## config.mk

```make
export PLATFORM = sky130hd
export DESIGN_NAME = line_rasterizer_all_octants
export DESIGN_NICKNAME = d
export VERILOG_FILES = /design/src/hw/rtl/lrast_pkg.sv /design/src/hw/rtl/line_rasterizer_all_octants.sv
export SDC_FILE = /design/constraint.sdc
export NUM_CORES = 1
export LEC_CHECK = 0
export ABC_AREA = 0
export BUFFER_PORTS_ARGS = -buffer_cell sky130_fd_sc_hd__buf_4
export CORE_UTILIZATION = 45
export CTS_BUF_LIST = sky130_fd_sc_hd__clkbuf_16
export DETAILED_ROUTE_END_ITERATION = 6
export PLACE_DENSITY_LB_ADDON = 0.12
export SYNTH_ARGS = -nofsm -noshare
export SYNTH_HDL_FRONTEND = slang
export SYNTH_SLANG_ARGS = --single-unit
```

## constraint.sdc

```tcl
create_clock -name clk_i -period 4.65 [get_ports clk_i]
set_clock_uncertainty 0.15 [all_clocks]
set_input_delay 0.6975 -clock clk_i [delete_from_list [all_inputs] [get_ports clk_i]]
set_output_delay 0.6975 -clock clk_i [all_outputs]
set_load 0.005 [all_outputs]
```

## src/hw/rtl/lrast_pkg.sv

```systemverilog
package lrast_pkg;

  localparam int unsigned CoordBits = 12;
  localparam int unsigned ErrBits   = CoordBits + 3;
  localparam int unsigned ColorBits = 32;

  typedef logic [CoordBits-1:0] coord_t;
  typedef logic [ColorBits-1:0] color_t;
  typedef logic signed [ErrBits-1:0] err_t;

  typedef enum logic {
    ActStart = 1'b0,
    ActNext  = 1'b1
  } action_e;

  typedef struct packed {
    action_e action;
    coord_t  x_start;
    coord_t  y_start;
    coord_t  x_end;
    coord_t  y_end;
    color_t  color;
  } in_word_t;

  typedef struct packed {
    coord_t pixel_x;
    coord_t pixel_y;
    color_t pixel_color;
    logic   pixel_valid;
    logic   last_pixel;
  } out_word_t;

endpackage

```

## src/hw/rtl/line_rasterizer_all_octants.sv

```systemverilog
// Channel  Direction  Handshake                 Word
// in       input      in_valid_i / in_ready_o   lrast_pkg::in_word_t
// out      output     out_valid_o / out_ready_i lrast_pkg::out_word_t
//
// One word in, one word out; the result is valid in the cycle after input accept.
// A new input word is taken every cycle while the result register is empty
// or being drained in the same cycle, so the rate is one pixel per clock.
// The stepper (one add and compare on the error term) sits between the line
// state registers and the result register. Reset clears all line state.
module line_rasterizer_all_octants (
  input  logic                 clk_i,
  input  logic                 rst_ni,
  input  logic                 in_valid_i,
  output logic                 in_ready_o,
  input  lrast_pkg::in_word_t  in_word_i,
  output logic                 out_valid_o,
  input  logic                 out_ready_i,
  output lrast_pkg::out_word_t out_word_o
);

  lrast_pkg::coord_t cur_x_q, cur_x_d;
  lrast_pkg::coord_t cur_y_q, cur_y_d;
  lrast_pkg::err_t   err_q, err_d;
  lrast_pkg::coord_t steps_q, steps_d;
  lrast_pkg::coord_t major_q, major_d;
  lrast_pkg::coord_t minor_q, minor_d;
  logic              x_neg_q, x_neg_d;
  logic              y_neg_q, y_neg_d;
  logic              x_major_q, x_major_d;
  logic              active_q, active_d;
  lrast_pkg::color_t color_q, color_d;

  logic                 out_valid_q, out_valid_d;
  lrast_pkg::out_word_t out_q, out_d;

  logic              in_fire;
  lrast_pkg::coord_t dx, dy, st_major, st_minor, steps_dec;
  logic              st_x_neg, st_y_neg, st_x_major, err_pos;
  lrast_pkg::err_t   min2, maj2;
  lrast_pkg::coord_t nx_x, nx_y;

  assign in_ready_o  = !out_valid_q || out_ready_i;
  assign in_fire     = in_valid_i && in_ready_o;
  assign out_valid_o = out_valid_q;
  assign out_word_o  = out_q;

  // start setup
  assign st_x_neg   = in_word_i.x_end < in_word_i.x_start;
  assign st_y_neg   = in_word_i.y_end < in_word_i.y_start;
  assign dx         = st_x_neg ? in_word_i.x_start - in_word_i.x_end
                               : in_word_i.x_end - in_word_i.x_start;
  assign dy         = st_y_neg ? in_word_i.y_start - in_word_i.y_end
                               : in_word_i.y_end - in_word_i.y_start;
  assign st_x_major = dy <= dx;
  assign st_major   = st_x_major ? dx : dy;
  assign st_minor   = st_x_major ? dy : dx;

  // step terms from stored line
  assign min2      = $signed({2'b00, minor_q, 1'b0});
  assign maj2      = $signed({2'b00, major_q, 1'b0});
  assign err_pos   = !err_q[lrast_pkg::ErrBits-1] && (err_q != '0);
  assign steps_dec = steps_q - lrast_pkg::coord_t'(1);

  always_comb begin
    nx_x = cur_x_q;
    nx_y = cur_y_q;
    if (x_major_q || err_pos) begin
      nx_x = x_neg_q ? cur_x_q - lrast_pkg::coord_t'(1) : cur_x_q + lrast_pkg::coord_t'(1);
    end
    if (!x_major_q || err_pos) begin
      nx_y = y_neg_q ? cur_y_q - lrast_pkg::coord_t'(1) : cur_y_q + lrast_pkg::coord_t'(1);
    end
  end

  always_comb begin
    cur_x_d     = cur_x_q;
    cur_y_d     = cur_y_q;
    err_d       = err_q;
    steps_d     = steps_q;
    major_d     = major_q;
    minor_d     = minor_q;
    x_neg_d     = x_neg_q;
    y_neg_d     = y_neg_q;
    x_major_d   = x_major_q;
    active_d    = active_q;
    color_d     = color_q;
    out_valid_d = out_valid_q && !out_ready_i;
    out_d       = out_q;
    if (in_fire) begin
      out_valid_d = 1'b1;
      unique case (in_word_i.action)
        lrast_pkg::ActStart: begin
          cur_x_d   = in_word_i.x_start;
          cur_y_d   = in_word_i.y_start;
          x_neg_d   = st_x_neg;
          y_neg_d   = st_y_neg;
          x_major_d = st_x_major;
          major_d   = st_major;
          minor_d   = st_minor;
          steps_d   = st_major;
          err_d     = $signed({2'b00, st_minor, 1'b0}) - $signed({3'b000, st_major});
          color_d   = in_word_i.color;
          active_d  = st_major != '0;
          out_d.pixel_x     = in_word_i.x_start;
          out_d.pixel_y     = in_word_i.y_start;
          out_d.pixel_color = in_word_i.color;
          out_d.pixel_valid = 1'b1;
          out_d.last_pixel  = st_major == '0;
        end
        lrast_pkg::ActNext: begin
          if (!active_q || steps_q == '0) begin
            active_d = 1'b0;
            out_d    = '0;
          end else begin
            err_d    = err_pos ? err_q + min2 - maj2 : err_q + min2;
            cur_x_d  = nx_x;
            cur_y_d  = nx_y;
            steps_d  = steps_dec;
            active_d = steps_dec != '0;
            out_d.pixel_x     = nx_x;
            out_d.pixel_y     = nx_y;
            out_d.pixel_color = color_q;
            out_d.pixel_valid = 1'b1;
            out_d.last_pixel  = steps_dec == '0;
          end
        end
        default: begin
          out_d = '0;
        end
      endcase
    end
  end

  always_ff @(posedge clk_i or negedge rst_ni) begin
    if (!rst_ni) begin
      cur_x_q     <= '0;
      cur_y_q     <= '0;
      err_q       <= '0;
      steps_q     <= '0;
      major_q     <= '0;
      minor_q     <= '0;
      x_neg_q     <= 1'b0;
      y_neg_q     <= 1'b0;
      x_major_q   <= 1'b0;
      active_q    <= 1'b0;
      color_q     <= '0;
      out_valid_q <= 1'b0;
    end else begin
      cur_x_q     <= cur_x_d;
      cur_y_q     <= cur_y_d;
      err_q       <= err_d;
      steps_q     <= steps_d;
      major_q     <= major_d;
      minor_q     <= minor_d;
      x_neg_q     <= x_neg_d;
      y_neg_q     <= y_neg_d;
      x_major_q   <= x_major_d;
      active_q    <= active_d;
      color_q     <= color_d;
      out_valid_q <= out_valid_d;
    end
  end

  always_ff @(posedge clk_i) begin
    out_q <= out_d;
  end

  a_active_has_steps: assert property (@(posedge clk_i) disable iff (!rst_ni)
    active_q |-> steps_q != '0)
    else $error("active line with no steps left");

  a_idle_next_invalid: assert property (@(posedge clk_i) disable iff (!rst_ni)
    in_fire && in_word_i.action == lrast_pkg::ActNext && !active_q
    |=> out_valid_q && !out_q.pixel_valid)
    else $error("next without active line gave a pixel");

  a_last_is_valid: assert property (@(posedge clk_i) disable iff (!rst_ni)
    out_valid_o && out_word_o.last_pixel |-> out_word_o.pixel_valid && !active_q)
    else $error("last pixel flagged on invalid result or line still active");

  a_fire_gives_result: assert property (@(posedge clk_i) disable iff (!rst_ni)
    in_fire |=> out_valid_q)
    else $error("accepted word produced no result");

endmodule
```

==> flow_metrics.py, run 1 <==
metrics = {
    "synth": {
        "synth_edf_count": 58,
        "async_reset_ff_frac": 0.659,
        "synth_cells": 1461,
        "synth.avg_cell_area_um2": 8.56,
        "synth_nets": 1669,
        "syn_area_um2": 12500,
        "ys_ff_latch": 170,
        "ys.flop_type": "dfrtp_1",
        "yosys_warnings": 0,
        "yosysUniqueCellTypes": 75,
        "yosysSeqAreaShare": 0.364,
    },
    "cts": {
        "cts_hold_buf": 0,
        "cts_made_buffers": 17,
        "clk_latency_ns": 0.44,
        "path_clk_slew_ns": 0.08,
        "cts.sinks": 170,
        "tritoncts": "built",
        "ctsHtreeMaxLevel": 4,
        "root_buffer": "clkbuf_16",
        "clk_path_buf_depth": 2,
    },
    "pwr": {
        "p_total_mw": 11.0,
        "power_density_nw_per_um2": 637,
        "ir_worst_vdd_uv": 402,
        "leakagePower_nw": 8.15,
    },
    "global_routing": {
        "grt_max_degree": 90,
        "track_usage": 0.249,
        "grt.overflow.total": 0,
        "grt_pass1_vias": 11400,
        "grt_first_pass_wirelength_um": 56600,
        "antenna_found_initial": 0,
    },
    "sta": {
        "hold_viol": 0,
        "min_period_over_period": 1.39,
        "rsz0062_at_grt": "yes",
        "setup_violations": 35,
        "min_period_ns": 6.48,
        "max_freq_ghz": 0.154,
        "worst_slack_ns": -1.83,
        "worstMarginPinSlew_ns": 1.17,
        "drv_slew": 0,
        "relSlewSlack": 0.220,
    },
    "cells_and_area": {
        "area_growth_pct": 37.6,
        "final_util": 0.635,
        "antenna_cells": 0,
        "layout-drive-gt1-share": 0.307,
        "final_common_cell": "buf_4",
        "finalNonFillerCells": 2216,
        "nets": 2039,
        "final_cell_mix": "buf_4 (377), o21ai_0 (169), nand2_1 (168)",
    },
    "detailed_routing": {
        "drc_errors": 0,
        "wl_per_cell_um": 15.9,
        "antenna_left": 0,
        "via_per_inst": 5.27,
        "drt-total-wl_um": 35300,
        "dr_total_vias": 11700,
        "drtPass1Iterations": 5,
        "drt_iter0_drc": 732,
    },
    "floorplan": {
        "design.portCount": 145,
        "core_um2": 27100,
        "fp.dieH_um": 169,
        "die_w_um": 169,
        "initial_core_util": 0.461,
        "dieArea_um2": 28400,
        "placementRows": 60,
    },
    "placement": {
        "port_buffers": 144,
        "post-place-ws_ns": -2.42,
        "place_congestion": 0.909,
        "dpl.cell_count": 2139,
        "hpwlAfterDp_um": 25400,
    },
    "critical_path": {
        "max_stage_delay_ns": 0.44,
        "r2r_end": "err_q[12]",
        "cp_slowest_cell": "or4_4",
        "r2r_start": "err_q[1]",
        "crit_arrival_ns": 6.67,
        "end_kind": "flip-flop",
        "r2r_slack_ns": 0.58,
        "ff2ff_path_depth": 17,
        "critPathKind": "in2reg",
        "crit_fanout": 6,
        "critPathRequiredTime_ns": 4.84,
        "worstSetupStartpointType": "primary input",
    },
    "hold_path": {
        "hold_class": "in2async",
    },
    "job": {
        "drv_cap": 0,
    },
    "outcome": {
        "violations": "setup timing",
        "status": "finished, violations left",
    },
}
-- routing by layer --
layer  GRT usage  up-vias  part of all wire
met5           0        -                 0
met4      0.0794        0             0.022
met3      0.0269       43             0.036
met2       0.438      262              0.48
met1       0.320     5496              0.46
li1            -     5872                 -
-- power breakdown --
part	total (mW)	leakage [nW]	internal (mW)	switching, mW
clock	1.46	0.279	0.718	0.744
sequential	2.28	1.94	1.97	0.304
combinational	7.22	5.93	3.66	3.56
-- sequential cells by signal, summed over array words and instances (netlist names) --
signal and cells:
out_word_o 58, color_q 32, err_q 15, cur_x_q 12, cur_y_q 12, major_q 12
minor_q 12, steps_q 12, active_q 1, out_valid_o 1, x_major_q 1, x_neg_q 1
y_neg_q 1
-- logic make-up after synthesis --
| family | after synthesis | synth area share |
|---|---|---|
| muxes | 36 | 0.0306 |
| adders and majority gates | 126 | 0.131 |
| AOI/OAI and AO/OA | 428 | 0.206 |
| and+or+nand+nor | 436 | 0.162 |
| xor gates and xnor gates | 61 | 0.0433 |
| DFF | 170 | 0.364 |
| buffers and inverters | 204 | 0.0635 |
-- critical path: cells and delay by family --
family | cells | cell delay, ns
compound gates | 11 | 2.22
xor+xnor | 2 | 0.33
buf+inv | 5 | 0.44
simple gates | 6 | 1.37
fa+ha+maj | 5 | 1.31
mux | 1 | 0.31
-- worst max-delay path by stage --
stage                        startpoint   endpoint  slack, ns  cells after the start
after global placement    in_word_i[32]  err_q[12]      -2.22                     30
after global routing      in_word_i[32]  err_q[12]      -2.06                     30
after CTS                 in_word_i[32]  err_q[12]      -1.75                     30
final                     in_word_i[32]  err_q[12]      -1.83                     30
after detailed placement  in_word_i[32]  err_q[12]      -2.42                     30
after floorplan           in_word_i[37]  err_q[12]      -2.01                     32
-- stage by stage --
stage / instance area (um2) / TNS (ns) / hold WS (ns)
floorplan: 12700 / -19.05 / 0.252
CTS: 16800 / -20.99 / 0.270
detailed placement: 15700 / -48.77 / 0.321
global placement: 15700 / -42.00 / 0.313
global route: 17200 / -31.18 / 0.287
finish: 17200 / -22.81 / 0.210
-- cell type report --
cell class                 count  area [um2]
clock buffer                  17         425
clock inverter                15         159
fill                        2214        9900
inverter                     138         533
multi-input combinational   1088        7770
sequential                   170        4540
tap                          372         465
timing repair buffer         416        3310
-- Yosys cell counts, types with 4 or more instances --
cell type	instances	area (um2)
a211oi_1	5	37.5
a21boi_0	7	52.6
a21o_1	29	218
a21oi_1	90	450
a31oi_1	8	50.1
and2_1	6	37.5
buf_1	13	48.8
buf_2	10	50.1
clkbuf_1	41	154
dfrtp_1	112	2800
edfxtp_1	58	1740
fa_1	9	180
ha_1	114	1430
inv_1	137	514
mux2_2	11	124
mux2i_1	23	230
nand2_1	178	668
nand2b_1	29	181
nand3_1	57	285
nand3b_1	5	37.5
nand4_1	10	62.6
nor2_1	76	285
nor2b_1	19	119
nor3_1	21	105
nor4_1	7	43.8
o211ai_1	20	150
o21a_1	9	67.6
o21ai_0	190	951
o21ai_1	4	20.0
o21bai_1	4	30.0
o221ai_1	5	43.8
o22ai_1	11	68.8
o311ai_0	7	61.3
o31ai_1	5	37.5
or3_1	10	62.6
or4_1	5	37.5
xnor2_1	42	368
xor2_1	18	158
-- timing repair --
item,in CTS,in global routing
pin swaps,32,41
buffers inserted,29,24
endpoints found under the setup margin,43,53
gates cloned,1,0
hold endpoints to repair,0,0
resized for setup,67,81
No activity file was read; power rests on OpenSTA's default activity.
==> inputs of run 2 (changes only) <==
- ABC_AREA: 0 -> 1
- SLEW_MARGIN: unset -> 20
==> run 2 against run 1 <==
  * The run still ends with setup timing left
  * Clock power fell by 3%
  * Count of clock-buffer cells in the layout unchanged
  * Total power is 1.4% lower
  * Combinational power fell by 1%
  * First-iteration DRC count increased by 5.6%
  * Synthesized cell count grew 24%
  * Final area grew 3.6%
  * Via count is 11% higher
  * Sequential power is essentially flat
  * Critical path depth rose by 8
  * Sequential cell count did not move
  * Critical endpoint is now err_q[11]
  * Largest power group unchanged
==> flow_metrics.py, run 2 <==
metrics = {
    "cts": {
        "ctsHtreeMaxLevel": 4,
        "tritoncts": "built",
        "path_clk_slew_ns": 0.07,
        "root_buffer": "clkbuf_16",
        "clk_path_buf_depth": 2,
        "cts.sinks": 170,
        "cts_hold_buf": 0,
        "clk_latency_ns": 0.44,
        "cts_made_buffers": 17,
    },
    "sta": {
        "relSlewSlack": 0.295,
        "max_freq_ghz": 0.202,
        "hold_ws_ns": 0.159,
        "worstMarginPinSlew_ns": 1.06,
        "min_period_over_period": 1.06,
        "worst_slack_ns": -0.290,
        "drv_slew": 0,
        "setup_tns_ns": -2.00,
        "setup_violations": 12,
        "hold_viol": 0,
        "rsz0062_at_grt": "yes",
        "min_period_ns": 4.94,
    },
    "placement": {
        "port_buffers": 144,
        "place_congestion": 0.901,
        "hpwlAfterDp_um": 29100,
    },
    "hold_path": {
        "hold_class": "in2async",
    },
    "global_routing": {
        "antenna_found_initial": 0,
        "track_usage": 0.262,
        "grt_first_pass_wirelength_um": 63400,
        "grt.overflow.total": 0,
        "grt_max_degree": 113,
        "grt_pass1_vias": 12700,
    },
    "cells_and_area": {
        "layout-drive-gt1-share": 0.280,
        "antenna_cells": 0,
        "fillers": 2604,
        "final_cell_mix": "nand2_1 (469), buf_4 (394), inv_1 (225)",
        "largest_reg_flops": 58,
        "nets": 2382,
        "final_common_cell": "nand2_1",
        "area_growth_pct": 34.2,
    },
    "synth": {
        "yosys_warnings": 0,
        "synth_edf_count": 58,
        "synth_nets": 2021,
        "syn_area_um2": 13300,
        "yosysTopAreaCell": "dfrtp_1",
        "yosysUniqueCellTypes": 55,
        "async_reset_ff_frac": 0.659,
        "ys_ff_latch": 170,
        "yosysMostFrequentCell": "nand2_1",
        "yosys-top-cells-count": "nand2_1 (504), inv_1 (238), o21ai_0 (190), ha_1 (114), dfrtp_1 (112)",
        "synth_cells": 1813,
        "synth_top_area_share": 0.211,
        "synth.avg_cell_area_um2": 7.33,
        "ys.flop_type": "dfrtp_1",
        "yosys-top-cells-area": "dfrtp_1 (21%), nand2_1 (14%), edfxtp_1 (13%), ha_1 (11%), o21ai_0 (7.2%)",
        "yosysSeqAreaShare": 0.342,
    },
    "job": {
        "drv_cap": 0,
    },
    "detailed_routing": {
        "drt-total-wl_um": 38700,
        "via_per_inst": 5.06,
        "wl_per_cell_um": 15.1,
        "antenna_left": 0,
        "dr_total_vias": 13000,
        "drtPass1Iterations": 5,
        "drt_iter0_drc": 773,
        "drc_errors": 0,
    },
    "critical_path": {
        "crit_buf_inv": 8,
        "cp_top_family": "simple AND/OR/NAND/NOR gates",
        "cpMostUsedCell": "nand2_1",
        "max_stage_delay_ns": 0.30,
        "r2r_slack_ns": 0.75,
        "crit_fanout": 6,
        "crit_arrival_ns": 5.16,
        "critPathKind": "in2reg",
        "worstSetupStartpointType": "primary input",
        "cp_slowest_cell": "ha_4",
        "critPathRequiredTime_ns": 4.87,
        "end_kind": "flip-flop",
    },
    "floorplan": {
        "placementRows": 62,
        "die_w_um": 174,
        "fp.dieH_um": 174,
        "initial_core_util": 0.460,
        "core_um2": 28900,
        "design.portCount": 145,
        "dieArea_um2": 30200,
    },
    "outcome": {
        "violations": "setup timing",
        "status": "finished, violations left",
    },
    "pwr": {
        "leakagePower_nw": 9.17,
        "ir_worst_vdd_uv": 364,
        "power_density_nw_per_um2": 606,
        "p_total_mw": 10.8,
    },
}
run 2: power breakdown:
group | internal (mW) | switching, mW | total [mW]
clock | 0.725 | 0.696 | 1.42
combinational | 3.22 | 3.91 | 7.12
sequential | 1.97 | 0.281 | 2.26
total | 5.92 | 4.88 | 10.8
run 2: cells by family (layout without fill, tap and decap cells):
logic type	Yosys count	after routing	share of synthesized area
adders and majority gates	123	123	0.121
AOI/OAI and AO/OA	377	377	0.157
DFF	170	170	0.342
muxes	2	2	0.00188
and+or+nand+nor	766	766	0.240
xor gates and xnor gates	65	65	0.0440
buffers and inverters	310	684	0.0944
run 2: cell type report:
| class | count | area (um2) | area share |
|---|---|---|---|
| clock buffers | 17 | 425 | 0.0239 |
| clock inverters | 15 | 178 | 0.00997 |
| repair buffers | 405 | 3110 | 0.174 |
| inverters | 247 | 953 | 0.0535 |
| flip-flops and latches | 170 | 4540 | 0.255 |
| multi-input cells | 1333 | 8140 | 0.456 |
| well taps | 384 | 480 | 0.0270 |
run 2: worst paths after layout:
kind,from,endpoint,depth (start not counted)
max in group asynchronous,rst_ni,err_q[14],2
setup reg to reg,err_q[1],err_q[12],23
hold / removal,rst_ni,cur_y_q[3],2
min in group clk_i,in_valid_i,out_valid_o,3
hold reg to reg,err_q[14],err_q[14],2
setup / recovery,in_word_i[79],err_q[11],38
run 2: worst reg2reg max path, stage by stage (launching register included):
cell      delay [ns]
dfrtp_1         0.41
ha_1            0.24
fa_1            0.41
nand3_1         0.09
nand2_1         0.11
a21oi_1         0.13
o21ai_0         0.12
or2_2           0.29
nand2_1         0.06
inv_1           0.05
ha_1            0.34
a21oi_1         0.16
nor2_1          0.05
a211oi_1        0.19
nand3_1         0.16
nand3_1         0.10
nand2_1         0.08
nand2_1         0.10
inv_1           0.04
o21ai_0         0.15
o211ai_1        0.14
nand2_1         0.11
inv_1           0.04
a21oi_1         0.11
run 2: timing repair:
item | 4_1_cts | 5_1_grt
resized for setup | 82 | 56
pin swaps | 48 | 26
endpoints found under the setup margin | 10 | 15
setup buffers | 40 | 4
gates cloned | 1 | 0
run 2: per-layer routing:
| metal | up-vias | GRT usage | share of wire |
|---|---|---|---|
| met3 | 54 | 0.0287 | 0.037 |
| li1 | 6614 | - | - |
| met1 | 6060 | 0.368 | 0.49 |
| met5 | - | 0 | 0 |
| met2 | 282 | 0.426 | 0.46 |
| met4 | 0 | 0.0727 | 0.021 |
run 2: stage by stage:
step | area, um2 | worst slack, ns | std cells | util
3_5_place_dp | 16300 | -0.849 | 2498 | 0.565
6_report | 17800 | -0.290 | 2571 | 0.618
5_1_grt | 17800 | -0.562 | 2571 | 0.618
3_3_place_gp | 16300 | -0.817 | 2498 | 0.565
2_1_floorplan | 13400 | -0.641 | 1813 | -
4_1_cts | 17600 | -0.0649 | 2571 | 0.610
